File: config.mk
export PLATFORM = sky130hd
export DESIGN_NAME = rrc_ctrl
export DESIGN_NICKNAME = d
export VERILOG_FILES = /design/src/sv/rrc_pkg.sv /design/src/sv/rrc_ctrl.sv
export SDC_FILE = /design/constraint.sdc
export NUM_CORES = 1
export LEC_CHECK = 0
export BUFFER_PORTS_ARGS = -buffer_cell sky130_fd_sc_hd__buf_2
export CAP_MARGIN = 10
export CELL_PAD_IN_SITES_DETAIL_PLACEMENT = 0
export CELL_PAD_IN_SITES_GLOBAL_PLACEMENT = 2
export CORE_MARGIN = 4
export CORE_UTILIZATION = 23
export DETAILED_ROUTE_END_ITERATION = 6
export GPL_ROUTABILITY_DRIVEN = 0
export PLACE_DENSITY = 0.82
export SLEW_MARGIN = 40
export SYNTH_ARGS = -nofsm -noshare
export SYNTH_HDL_FRONTEND = slang
export SYNTH_SLANG_ARGS = --single-unit
File: constraint.sdc
create_clock -name i_clk -period 2.4 [get_ports i_clk]
set_clock_uncertainty 0.2 [all_clocks]
set_input_delay 0.48 -clock i_clk [delete_from_list [all_inputs] [get_ports i_clk]]
set_output_delay 0.48 -clock i_clk [all_outputs]
set_load 0.05 [all_outputs]
File: src/sv/rrc_pkg.sv
`timescale 1ns / 1ps

package rrc_pkg;

    // Port field widths are fixed by the interface, independent of storage.
    localparam int KEY_W    = 64;
    localparam int VICTIM_W = 10;
    localparam int SIZE_W   = 11;

    localparam logic [SIZE_W-1:0] SIZE_RESET = 11'd1024;

    typedef struct packed {
        logic [KEY_W-1:0]    access_key;
        logic [VICTIM_W-1:0] victim_slot;
    } t_req;

    typedef struct packed {
        logic             hit;
        logic             evicted;
        logic [KEY_W-1:0] evicted_key;
        logic             bad_victim;
    } t_res;

    // Controller -> datapath commands
    typedef struct packed {
        logic load;      // capture request, clear scan state
        logic scan;      // issue next read and compare last read data
        logic res_hit;   // record a hit result
        logic append;    // write key to the next free slot
        logic evict_rd;  // read the victim slot
        logic evict_wr;  // overwrite the victim slot, record the old key
        logic out_load;  // move the pending result to the output register
    } t_cmd;

    // Datapath -> controller status
    typedef struct packed {
        logic hit;       // a stored key matched
        logic scan_end;  // all held slots issued and compared
        logic has_room;  // fewer entries held than the effective size
        logic out_free;  // output register can take a result this cycle
    } t_sts;

endpackage

File: src/sv/rrc_ctrl.sv
`timescale 1ns / 1ps

module rrc_ctrl import rrc_pkg::*; (
    input  logic i_clk,
    input  logic i_rst_n,
    input  logic i_in_valid,
    input  t_sts i_sts,
    output t_cmd o_cmd,
    output logic o_idle
);

    typedef enum logic [4:0] {
        S_IDLE     = 5'b00001,
        S_SCAN     = 5'b00010,
        S_EVICT_RD = 5'b00100,
        S_EVICT_WR = 5'b01000,
        S_DONE     = 5'b10000
    } t_state;

    t_state r_state;
    t_state n_state;

    always_ff @(posedge i_clk) begin
        if (!i_rst_n) begin
            r_state <= S_IDLE;
        end else begin
            r_state <= n_state;
        end
    end

    always_comb begin
        n_state = r_state;
        o_cmd   = '0;
        case (r_state)
            S_IDLE: begin
                if (i_in_valid) begin
                    o_cmd.load = 1'b1;
                    n_state    = S_SCAN;
                end
            end
            S_SCAN: begin
                if (i_sts.hit) begin
                    o_cmd.res_hit = 1'b1;
                    n_state       = S_DONE;
                end else if (i_sts.scan_end) begin
                    if (i_sts.has_room) begin
                        o_cmd.append = 1'b1;
                        n_state      = S_DONE;
                    end else begin
                        n_state = S_EVICT_RD;
                    end
                end else begin
                    o_cmd.scan = 1'b1;
                end
            end
            S_EVICT_RD: begin
                o_cmd.evict_rd = 1'b1;
                n_state        = S_EVICT_WR;
            end
            S_EVICT_WR: begin
                o_cmd.evict_wr = 1'b1;
                n_state        = S_DONE;
            end
            S_DONE: begin
                if (i_sts.out_free) begin
                    o_cmd.out_load = 1'b1;
                    n_state        = S_IDLE;
                end
            end
            default: begin
                n_state = S_IDLE;
            end
        endcase
    end

    assign o_idle = (r_state == S_IDLE);

    a_evict_seq: assert property (@(posedge i_clk) disable iff (!i_rst_n)
        r_state == S_EVICT_RD |=> r_state == S_EVICT_WR)
        else $error("victim read not followed by victim write");

    a_done_only_free: assert property (@(posedge i_clk) disable iff (!i_rst_n)
        r_state == S_DONE && !i_sts.out_free |=> r_state == S_DONE)
        else $error("left done state without a free output register");

    a_load_from_idle: assert property (@(posedge i_clk) disable iff (!i_rst_n)
        o_cmd.load |=> r_state == S_SCAN)
        else $error("request load did not start a scan");

endmodule

======== Word-level counts from Yosys, hierarchy flattened ========
Index checks and enable logic that the tools add are counted.
word-level totals
  output and inout bits ................... 8
  logic and storage cells ................. 29
  input bits .............................. 7
  register bits after elaboration ......... 5
cells by class
  multiplexer cells ....................... 19
  reduce and logical (&&, ||, !) cells .... 1
  eq/ne operators ......................... 8
operator list
  kind                number
  $mux 5              5
  $pmux 5 s5          1
  $mux 1              12
  $eq 5x1->1 const B  1
  $eq 5x2->1 const B  1
  $eq 5x3->1 const B  1
  $eq 5x4->1 const B  1
  $eq 5x5->1 const B  1
  $ne 2x2->1 const B  2
  $mux 3              1
  $ne 3x3->1 const B  1
  $reduce_and 3->1    1

======== Longest topological paths before layout ========
Gate-level depths: netlist of run 1.
  depth in word-level cells ............... 4
  depth in mapped cells ................... 4
  mapped depth without buffers ............ 4

======== Least setup slack after synthesis of run 1 ========
No wires, ideal clock.
  path type ............................... register to register
  start ................................... reg r_state[1]
  end ..................................... reg r_state[4]
  cell stages (with the launch flop) ...... 5
  period minus slack after synthesis ...... 3313 ps
  arrival time ............................ 3026 ps
  data required time ...................... 2113 ps
  path buffers ............................ 0
  path slack .............................. -913 ps
  setup time .............................. 87 ps
  cells stage by stage .................... dfxtp_1 > or2_2 > nor4b_1 > o32ai_1 > a221oi_2
on the way
  word-level cells in the longest chain between the ends .. 3
  elaborated cells between the ends (all ways) .. 10
  classes of those cells .................. eq/ne (8); mux (1); reduce/logical (1)
RTL lines
  element                                                    line            RTL
  start: declaration                                         rrc_ctrl.sv:20  t_state r_state;
  start signal: assignment                                   rrc_ctrl.sv:27  r_state <= n_state;
  $eq 5x2->1 (tied with other cells)                         rrc_ctrl.sv:34  case (r_state)
  $ne 3x3->1 (no line) / $ne 2x2->1 (equally long branches)  -
  $reduce_and 3->1 (no line)                                 -
Several ways; a longest one is shown, not always the timed one.
A chain may end at the register's enable or synchronous reset.

==> impl_metrics.yaml, run 1 <==
cts:
  clkLatencyLatePin_ps: 240
  cts_buffers: 3
  postCtsSetupRepairBufs: 0
  htreeDepth: 1
  cts.sinks: 5
  ctsHoldBuffers: 0
  clockRootBuffer: "clkbuf_4"
  clk_transition_reported_paths_ps: 40
  cts_tree: "yes"
  clk_path_buf_depth: 2
timing:
  layout_setup_ws_ps: 178.3
  finalHoldViolCount: 0
  setup_viol: 0
  finalMaxSlewViolations: 0
  finalCritPeriodShare_pct: 92.57
  max_slew_margin_pct: 67.51
  final.min_clock_period_ps: 2222
  tns_ps: 0
  rsz0062_at_grt: "no"
  max_freq_mhz: 450.1
  worstMarginPinSlew_ps: 482.2
yosys:
  synth_area_leaders: "dfxtp_1 (29%), a2111oi_4 (8.1%), nor3_1 (5.9%)"
  synth_fp_nets: 45
  synth_top_family_by_area: "simple AND/OR/NAND/NOR gates"
  synth-async-reset-ratio_pct: 0
  synth_xor_area_share_pct: 2.574
  yosys_warnings: 0
  ys_seq_elements: 5
  synth_top_area_share_pct: 29.41
  synth_flop_cell: "dfxtp_1"
  synth_seq_area_share_pct: 29.41
  synth_compound_area_share_pct: 24.26
  synth_enable_flop_cells: 0
  syn_area_sq_um: 340.3
  synthSimpleGateAreaFrac_pct: 41.54
  synth_fa_ha_area_share_pct: 0
  syn_inst: 38
  synth.distinct_cells: 26
  avgSynthCellArea_sq_um: 8.956
  yosys.area.top_type: "dfxtp_1"
  synthMuxAreaShare_pct: 0
routing:
  routed_via_density: 4.919
  ant_nets: 0
  vias: 364
  wl_per_cell_microns: 11.46
  drt_first_pass_iters: 3
  wl_microns: 848
  drc: 0
  dr.first_iter.drc_count: 2
global_route:
  grt_pass1_vias: 354
  antenna_found_initial: 0
  grt_max_degree: 9
  overflow: 0
  grt-busiest-layer: "met2"
  grtUsageMet3_pct: 4.688
  met2_usage_pct: 14.56
  grt.met1_usage_pct: 11.55
  grtUsageTotal_pct: 9.810
  grt_pass1_wl_microns: 1462
worst_setup_path:
  cp.arrival_ps: 1540
  critPathLaunchType: "register"
  r2r-start: "r_state[1]"
  rrSetupSlack_ps: 360
  worstSetupPathType: "register to primary output"
  r2r_end: "r_state[4]"
  critPathMaxFanout: 8
  end_kind: "primary output"
  crit_required_ps: 1720
  r2r_cells: 4
place:
  post-place-ws_ps: 175.0
  io_buffers: 14
  dp_hpwl_microns: 691.1
power:
  vdd_drop_max_uv: 240.6
  p_per_area_mw_per_mm2: 581.1
  power.leakage_nw: 0.2143
floorplanning:
  die_x_microns: 46.47
  start_util_pct: 25.21
  coreArea_sq_mm: 0.001350
  rows: 13
  ios: 15
  die_area_sq_mm: 0.002159
  chipHeight_microns: 46.47
job:
  cap_violations: 0
cells_and_area:
  drive_gt1_share_pct: 54.24
  diodes: 0
  nNetsFinal: 67
  top_regs: "r_state (5)"
  largest_register_ffs: 5
  final_common_cell: "buf_2"
  layout_common_cells: "buf_2 (13), dfxtp_1 (5), clkbuf_4 (4)"
  area_growth_pct: 49.26
  largest_register: "r_state"
min_path:
  hold_depth: 2
  hold_path_class: "input pin to register"
  min_from: "i_rst_n"
  worstHoldEndpoint: "r_state[1]"
run_status:
  outcome: "complete, no violations"
-- cell type report --
cell class | instances | area [sq um]
inverter | 2 | 7.507
timing repair buffer | 17 | 95.09
sequential | 5 | 100.1
fill | 144 | 842.1
multi-input combinational | 31 | 260.3
clock buffer | 4 | 26.28
tap | 15 | 18.77
-- power by group --
part | internal, mW | leakage (nW) | switching (mW)
clock | 0.0629 | 0.0150 | 0.0347
sequential | 0.0895 | 0.0408 | 0.00743
combinational | 0.0347 | 0.159 | 0.0660
total | 0.187 | 0.214 | 0.108
-- per-stage QoR --
stage / cell area (sq um) / std cells / hold WS, ps / util [%] / power (mW)
floorplan: 362.8 / 38 / 410.3 / - / 0.1697
global placement: 474.2 / 70 / 464.8 / 35.13 / 0.1996
detailed placement: 474.2 / 70 / 455.3 / 35.13 / 0.1988
CTS: 500.5 / 74 / 282.8 / 37.07 / 0.2998
global route: 508.0 / 74 / 280.0 / 37.63 / 0.3192
finish: 508.0 / 74 / 289.5 / 37.63 / 0.2952
-- cell usage after synthesis, types with 2 or more instances --
master / number
dfxtp_1: 5
inv_1: 2
nand2_1: 3
nor2_1: 3
nor3_1: 4
-- worst max path at each step --
stage                           from          to  slack (ps)  depth (start not counted)
after floorplan           r_state[1]  r_state[4]         -50                          4
after global placement      i_sts[3]  r_state[1]         180                          5
after detailed placement    i_sts[3]  r_state[4]         170                          5
after CTS                 r_state[3]    o_cmd[3]         110                          4
after global routing      r_state[3]    o_cmd[3]          60                          4
final                     r_state[1]    o_cmd[1]         180                          3
-- repair_timing --
item,in CTS,in global routing
endpoints found under the hold margin,0,0
gates resized for setup,0,2
endpoints found under the setup margin,0,2
-- kinds of logic (layout without fill, tap and decap cells) --
logic type / count (synthesis) / count (layout)
flops: 5 / 5
simple gates: 23 / 23
buf+inv: 2 / 23
compound gates: 7 / 7
xor+xnor: 1 / 1
-- layer usage --
layer | up-vias | routed length, microns
met5 | - | 0
met4 | 0 | 0
met3 | 0 | 51
met2 | 9 | 410
met1 | 168 | 386
li1 | 187 | -
-- worst max-delay path, stage by stage, from the launching register on --
cell and delay [ps]:
dfxtp_1 370, or2_2 360, nor4b_2 260, buf_2 310
(Power assumes the default switching activity.)
==> run 2, diff against run 1 <==
--- a/config.mk
+++ b/config.mk
@@ -14,6 +14,7 @@
 export DETAILED_ROUTE_END_ITERATION = 6
 export GPL_ROUTABILITY_DRIVEN = 0
 export PLACE_DENSITY = 0.82
+export RECOVER_POWER = 50
 export SLEW_MARGIN = 40
 export SYNTH_ARGS = -nofsm -noshare
 export SYNTH_HDL_FRONTEND = slang
==> run 2 against run 1 <==
  * Core utilization shrank 1.4 points
  * Register-to-register slack worse by 130 ps
  * Cell area fell by 3.7%
  * Critical endpoint unchanged
  * Count of clock-buffer cells in the layout stayed put
  * Sequential cell count did not move
  * Global-route usage is the same
  * Non-clock buffer count unchanged
  * Critical path type unchanged
  * Sequential power about the same
==> impl_metrics.yaml, run 2 (synthesis results as in run 1) <==
run_status:
  outcome: "complete, no violations"
worst_setup_path:
  critPathSlowestCell: "dfxtp_1"
  crit_chain: "or2_2 > nor4b_2 > buf_2"
  end_kind: "primary output"
  worstSetupPathType: "register to primary output"
  critPathMaxFanout: 8
  crit_required_ps: 1720
  critPathLaunchType: "register"
  max_stage_delay_ps: 370
  cp.arrival_ps: 1540
global_route:
  grt_pass1_vias: 354
  grt_max_degree: 9
  antenna_found_initial: 0
  overflow: 0
  grtUsageTotal_pct: 9.810
  grt_pass1_wl_microns: 1462
timing:
  setup_viol: 0
  finalCritPeriodShare_pct: 92.51
  worstMarginPinSlew_ps: 592.9
  layout_setup_ws_ps: 179.9
  finalMaxSlewViolations: 0
  max_slew_margin_pct: 60.65
  tns_ps: 0
  whs_ps: 292.4
  rsz0062_at_grt: "no"
  final.min_clock_period_ps: 2220
  finalHoldViolCount: 0
  max_freq_mhz: 450.4
place:
  io_buffers: 14
  post-place-ws_ps: 175.0
  dp_hpwl_microns: 691.1
  numPlacedInstances: 70
floorplanning:
  rows: 13
  die_area_sq_mm: 0.002159
  start_util_pct: 25.21
  die_x_microns: 46.47
  chipHeight_microns: 46.47
  ios: 15
  coreArea_sq_mm: 0.001350
job:
  cap_violations: 0
cells_and_area:
  finalNonFillerCells: 74
  layout_common_cells: "buf_2 (11), clkbuf_4 (5), dfxtp_1 (5)"
  largest_register: "r_state"
  nNetsFinal: 67
  diodes: 0
  area_growth_pct: 43.75
  top_regs: "r_state (5)"
  drive_gt1_share_pct: 49.15
  largest_register_ffs: 5
  final_common_cell: "buf_2"
routing:
  vias: 359
  met3WireLength_microns: 52
  drt_first_pass_iters: 3
  wl_met1_microns: 390
  ant_nets: 0
  drc: 0
  wl_microns: 857
  wl_per_cell_microns: 11.58
  dr.first_iter.drc_count: 1
  wl_met2_microns: 414
  top_layer: "met3"
  routed_via_density: 4.851
power:
  p_per_area_mw_per_mm2: 593.3
  power.leakage_nw: 0.2051
  vdd_drop_max_uv: 238.9
  p_total_mw: 0.2903
cts:
  ctsHoldBuffers: 0
  clkLatencyLatePin_ps: 240
  cts_tree: "yes"
  htreeDepth: 1
  clk_path_buf_depth: 2
  clockRootBuffer: "clkbuf_4"
  cts.sinks: 5
  cts_buffers: 3
  clk_transition_reported_paths_ps: 40
min_path:
  hold_path_class: "input pin to register"
[run 2: final timing paths]
path | start | to | slack, ps | cells past startpoint
setup / recovery | r_state[1] | o_cmd[1] | 180 | 3
setup reg to reg | r_state[1] | r_state[1] | 230 | 4
hold reg to reg | r_state[1] | r_state[1] | 460 | 1
hold / removal | i_rst_n | r_state[1] | 290 | 2
[run 2: area by class of cell]
| cell class | instances | area [sq um] |
|---|---|---|
| flip-flops and latches | 5 | 100.1 |
| repair buffers | 17 | 92.59 |
| well taps | 15 | 18.77 |
| inverters | 2 | 7.507 |
| multi-input cells | 31 | 244.0 |
| fillers | 146 | 860.8 |
| clock buffers | 4 | 26.28 |
[run 2: timing repair]
| item | 4_1_cts | 5_1_grt |
|---|---|---|
| endpoints found under the setup margin | 0 | 2 |
| gates resized for setup | 0 | 2 |
| setup buffers | 0 | 0 |
[run 2: worst max-delay path: cells and delay by family (launching register included)]
family | cells | cell delay, ps
AND/OR/NAND/NOR | 2 | 620
flip-flops | 1 | 370
buffers and inverters | 1 | 310
[run 2: power by group]
part | switching (mW) | internal (mW) | leakage, nW
logic | 0.0648 | 0.0322 | 0.149
clock network | 0.0335 | 0.0628 | 0.0150
registers | 0.00740 | 0.0895 | 0.0408
total | 0.106 | 0.185 | 0.205
[run 2: per-stage QoR]
step	cell area, sq um	util [%]
CTS	500.5	37.07
floorplan	362.8	-
global route	489.2	36.24
global placement	474.2	35.13
finish	489.2	36.24
detailed placement	474.2	35.13
[run 2: layer usage]
layer | vias to the layer above | global-route usage (%)
li1 | 188 | -
met2 | 10 | 14.56
met5 | - | 0
met1 | 161 | 11.55
met3 | 0 | 4.688
met4 | 0 | 5.114
==> run 3, diff against run 2 <==
--- a/config.mk
+++ b/config.mk
@@ -5,15 +5,16 @@
 export SDC_FILE = /design/constraint.sdc
 export NUM_CORES = 1
 export LEC_CHECK = 0
+export ABC_AREA = 1
 export BUFFER_PORTS_ARGS = -buffer_cell sky130_fd_sc_hd__buf_2
 export CAP_MARGIN = 10
 export CELL_PAD_IN_SITES_DETAIL_PLACEMENT = 0
 export CELL_PAD_IN_SITES_GLOBAL_PLACEMENT = 2
 export CORE_MARGIN = 4
-export CORE_UTILIZATION = 23
+export CORE_UTILIZATION = 19
 export DETAILED_ROUTE_END_ITERATION = 6
 export GPL_ROUTABILITY_DRIVEN = 0
-export PLACE_DENSITY = 0.82
+export PLACE_DENSITY = 0.8
 export RECOVER_POWER = 50
 export SLEW_MARGIN = 40
 export SYNTH_ARGS = -nofsm -noshare
==> run 3 against run 2 <==
  * Worst setup slack gained 98 ps
  * Sequential share of layout area rose by 2.3 points
  * Critical endpoint is now o_idle
  * Highest routed layer unchanged
  * Critical path depth rose by 2
  * Maximum frequency grew 4.6%
  * Synthesized cell count is 45% higher
==> impl_metrics.yaml, run 3 <==
power:
  power.leakage_nw: 0.2795
  p_per_area_mw_per_mm2: 563.9
  switchingPower_mw: 0.08091
  seqPwrFrac_pct: 36.5
  intPower_mw: 0.1675
  comb_power_share_pct: 25.2
  swShare_pct: 32.58
  pwr-share-clk_pct: 38.4
  vdd_drop_max_uv: 264.4
  p_total_mw: 0.2484
worst_setup_path:
  critPathSlowestCell: "clkbuf_1"
  end_kind: "primary output"
  max_stage_delay_ps: 460
  critPathLaunchType: "register"
  crit_chain: "inv_1 > nor2_1 > nand3_1 > inv_1 > clkbuf_1"
  cp.arrival_ps: 1440
  crit_required_ps: 1720
  critPathMaxFanout: 3
  worstSetupPathType: "register to primary output"
  cp_common_cell: "inv_1"
yosys:
  synth_area_leaders: "dfxtp_1 (31%), inv_1 (17%), nor2_1 (16%)"
  synth_top_area_share_pct: 30.77
  syn_inst: 55
  synth.distinct_cells: 10
  yosysMostFrequentCell: "inv_1"
  yosys_warnings: 0
  synth-async-reset-ratio_pct: 0
  synth_flop_cell: "dfxtp_1"
  synth_common_cells: "inv_1 (15), nor2_1 (14), nand3_1 (8)"
  synth_enable_flop_cells: 0
  syn_area_sq_um: 325.3
  yosys.area.top_type: "dfxtp_1"
  avgSynthCellArea_sq_um: 5.915
  synth_fp_nets: 62
  ys_seq_elements: 5
  synth_seq_area_share_pct: 30.77
global_route:
  grt_pass1_wl_microns: 1235
  overflow: 0
  grt_max_degree: 8
  grtUsageTotal_pct: 6.709
  antenna_found_initial: 0
  grt_pass1_vias: 320
cells_and_area:
  area_growth_pct: 35.38
  final_common_cell: "inv_1"
  fillers: 190
  top_regs: "r_state (5)"
  nNetsFinal: 81
  largest_register_ffs: 5
  largest_register: "r_state"
  diodes: 0
  layout_common_cells: "inv_1 (15), nor2_1 (14), buf_2 (13)"
  drive_gt1_share_pct: 24.66
timing:
  worstMarginPinSlew_ps: 591.6
  max_slew_margin_pct: 60.73
  rsz0062_at_grt: "no"
  final.min_clock_period_ps: 2122
  setup_viol: 0
  max_freq_mhz: 471.2
  finalMaxSlewViolations: 0
  finalCritPeriodShare_pct: 88.43
  finalHoldViolCount: 0
  layout_setup_ws_ps: 277.6
  tns_ps: 0
routing:
  wl_per_cell_microns: 8.483
  drt_first_pass_iters: 4
  ant_nets: 0
  routed_via_density: 4.236
  dr.first_iter.drc_count: 5
  wl_microns: 755
  vias: 377
  drc: 0
cts:
  cts_buffers: 3
  ctsHoldBuffers: 0
  postCtsSetupRepairBufs: 0
  clk_path_buf_depth: 2
  clkLatencyLatePin_ps: 240
  cts_tree: "yes"
  cts.sinks: 5
  clk_transition_reported_paths_ps: 40
  ctsResizeCount: 0
  htreeDepth: 1
  clockRootBuffer: "clkbuf_4"
floorplanning:
  die_x_microns: 49.38
  start_util_pct: 20.87
  rows: 14
  chipHeight_microns: 49.38
  coreArea_sq_mm: 0.001559
  die_area_sq_mm: 0.002438
  ios: 15
min_path:
  hold_path_class: "input pin to register"
place:
  io_buffers: 14
  dp_hpwl_microns: 630.8
  post-place-ws_ps: 524.6
job:
  cap_violations: 0
run_status:
  outcome: "complete, no violations"
-- run 3: cell count changes after synthesis, sizes merged, moves of 4 or more --
cell and change:
nor2 +12, nand3 +7, nand4 +5, nor3 -4, inv +13
-- run 3: metrics by stage --
step	hold WS, ps	cells	instance area [sq um]	utilization [%]
2_1_floorplan	332.3	55	325.3	-
3_3_place_gp	381.7	85	415.4	26.65
3_5_place_dp	381.9	85	415.4	26.65
4_1_cts	257.8	89	441.7	28.33
5_1_grt	262.7	89	440.4	28.25
6_report	261.1	89	440.4	28.25
-- run 3: per-layer routing --
metal	global-route usage, %	routed length (microns)
met1	8.242	395
met2	9.375	297
met3	4.893	63
met4	1.382	0
met5	0	0
-- run 3: layout make-up --
| class | count | area [sq um] | share of cell area [%] |
|---|---|---|---|
| Multi-Input combinational cell | 35 | 168.9 | 38.35 |
| Sequential cell | 5 | 100.1 | 22.73 |
| Timing Repair Buffer | 14 | 68.82 | 15.63 |
| Inverter | 15 | 56.30 | 12.78 |
| Clock buffer | 4 | 26.28 | 5.966 |
| Tap cell | 16 | 20.02 | 4.545 |
-- run 3: final timing paths --
kind                                    to  slack, ps       start  depth (start not counted)
worst max-delay path                o_idle        280  r_state[0]                          5
worst min-delay path            r_state[1]        260     i_rst_n                          2
worst max register to register  r_state[0]       1010  r_state[0]                          6
worst min register to register  r_state[3]        380  r_state[2]                          2
-- run 3: cells by family (layout without fill, tap and decap cells) --
| group | Yosys count | in the layout | synth area share (%) |
|---|---|---|---|
| AO/OA/AOI/OAI | 2 | 2 | 3.846 |
| buffers and inverters | 15 | 33 | 17.31 |
| flip-flops | 5 | 5 | 30.77 |
| AND/OR/NAND/NOR | 33 | 33 | 48.08 |
-- run 3: critical path: cells and delay by family, from the launching register on --
family | cells | cell delay (ps)
DFF | 1 | 350
and+or+nand+nor | 2 | 250
buffers and inverters | 3 | 590
-- run 3: power by group through the flow --
| stage | clock (mW) | combinational, mW | sequential [mW] |
|---|---|---|---|
| 6_report | 0.0953 | 0.0625 | 0.0905 |
| 3_3_place_gp | 0 | 0.0649 | 0.0919 |
| 4_1_cts | 0.101 | 0.0643 | 0.0905 |
| 3_5_place_dp | 0 | 0.0639 | 0.0919 |
| 2_1_floorplan | 0 | 0.0478 | 0.0915 |
| 5_1_grt | 0.106 | 0.0684 | 0.0906 |
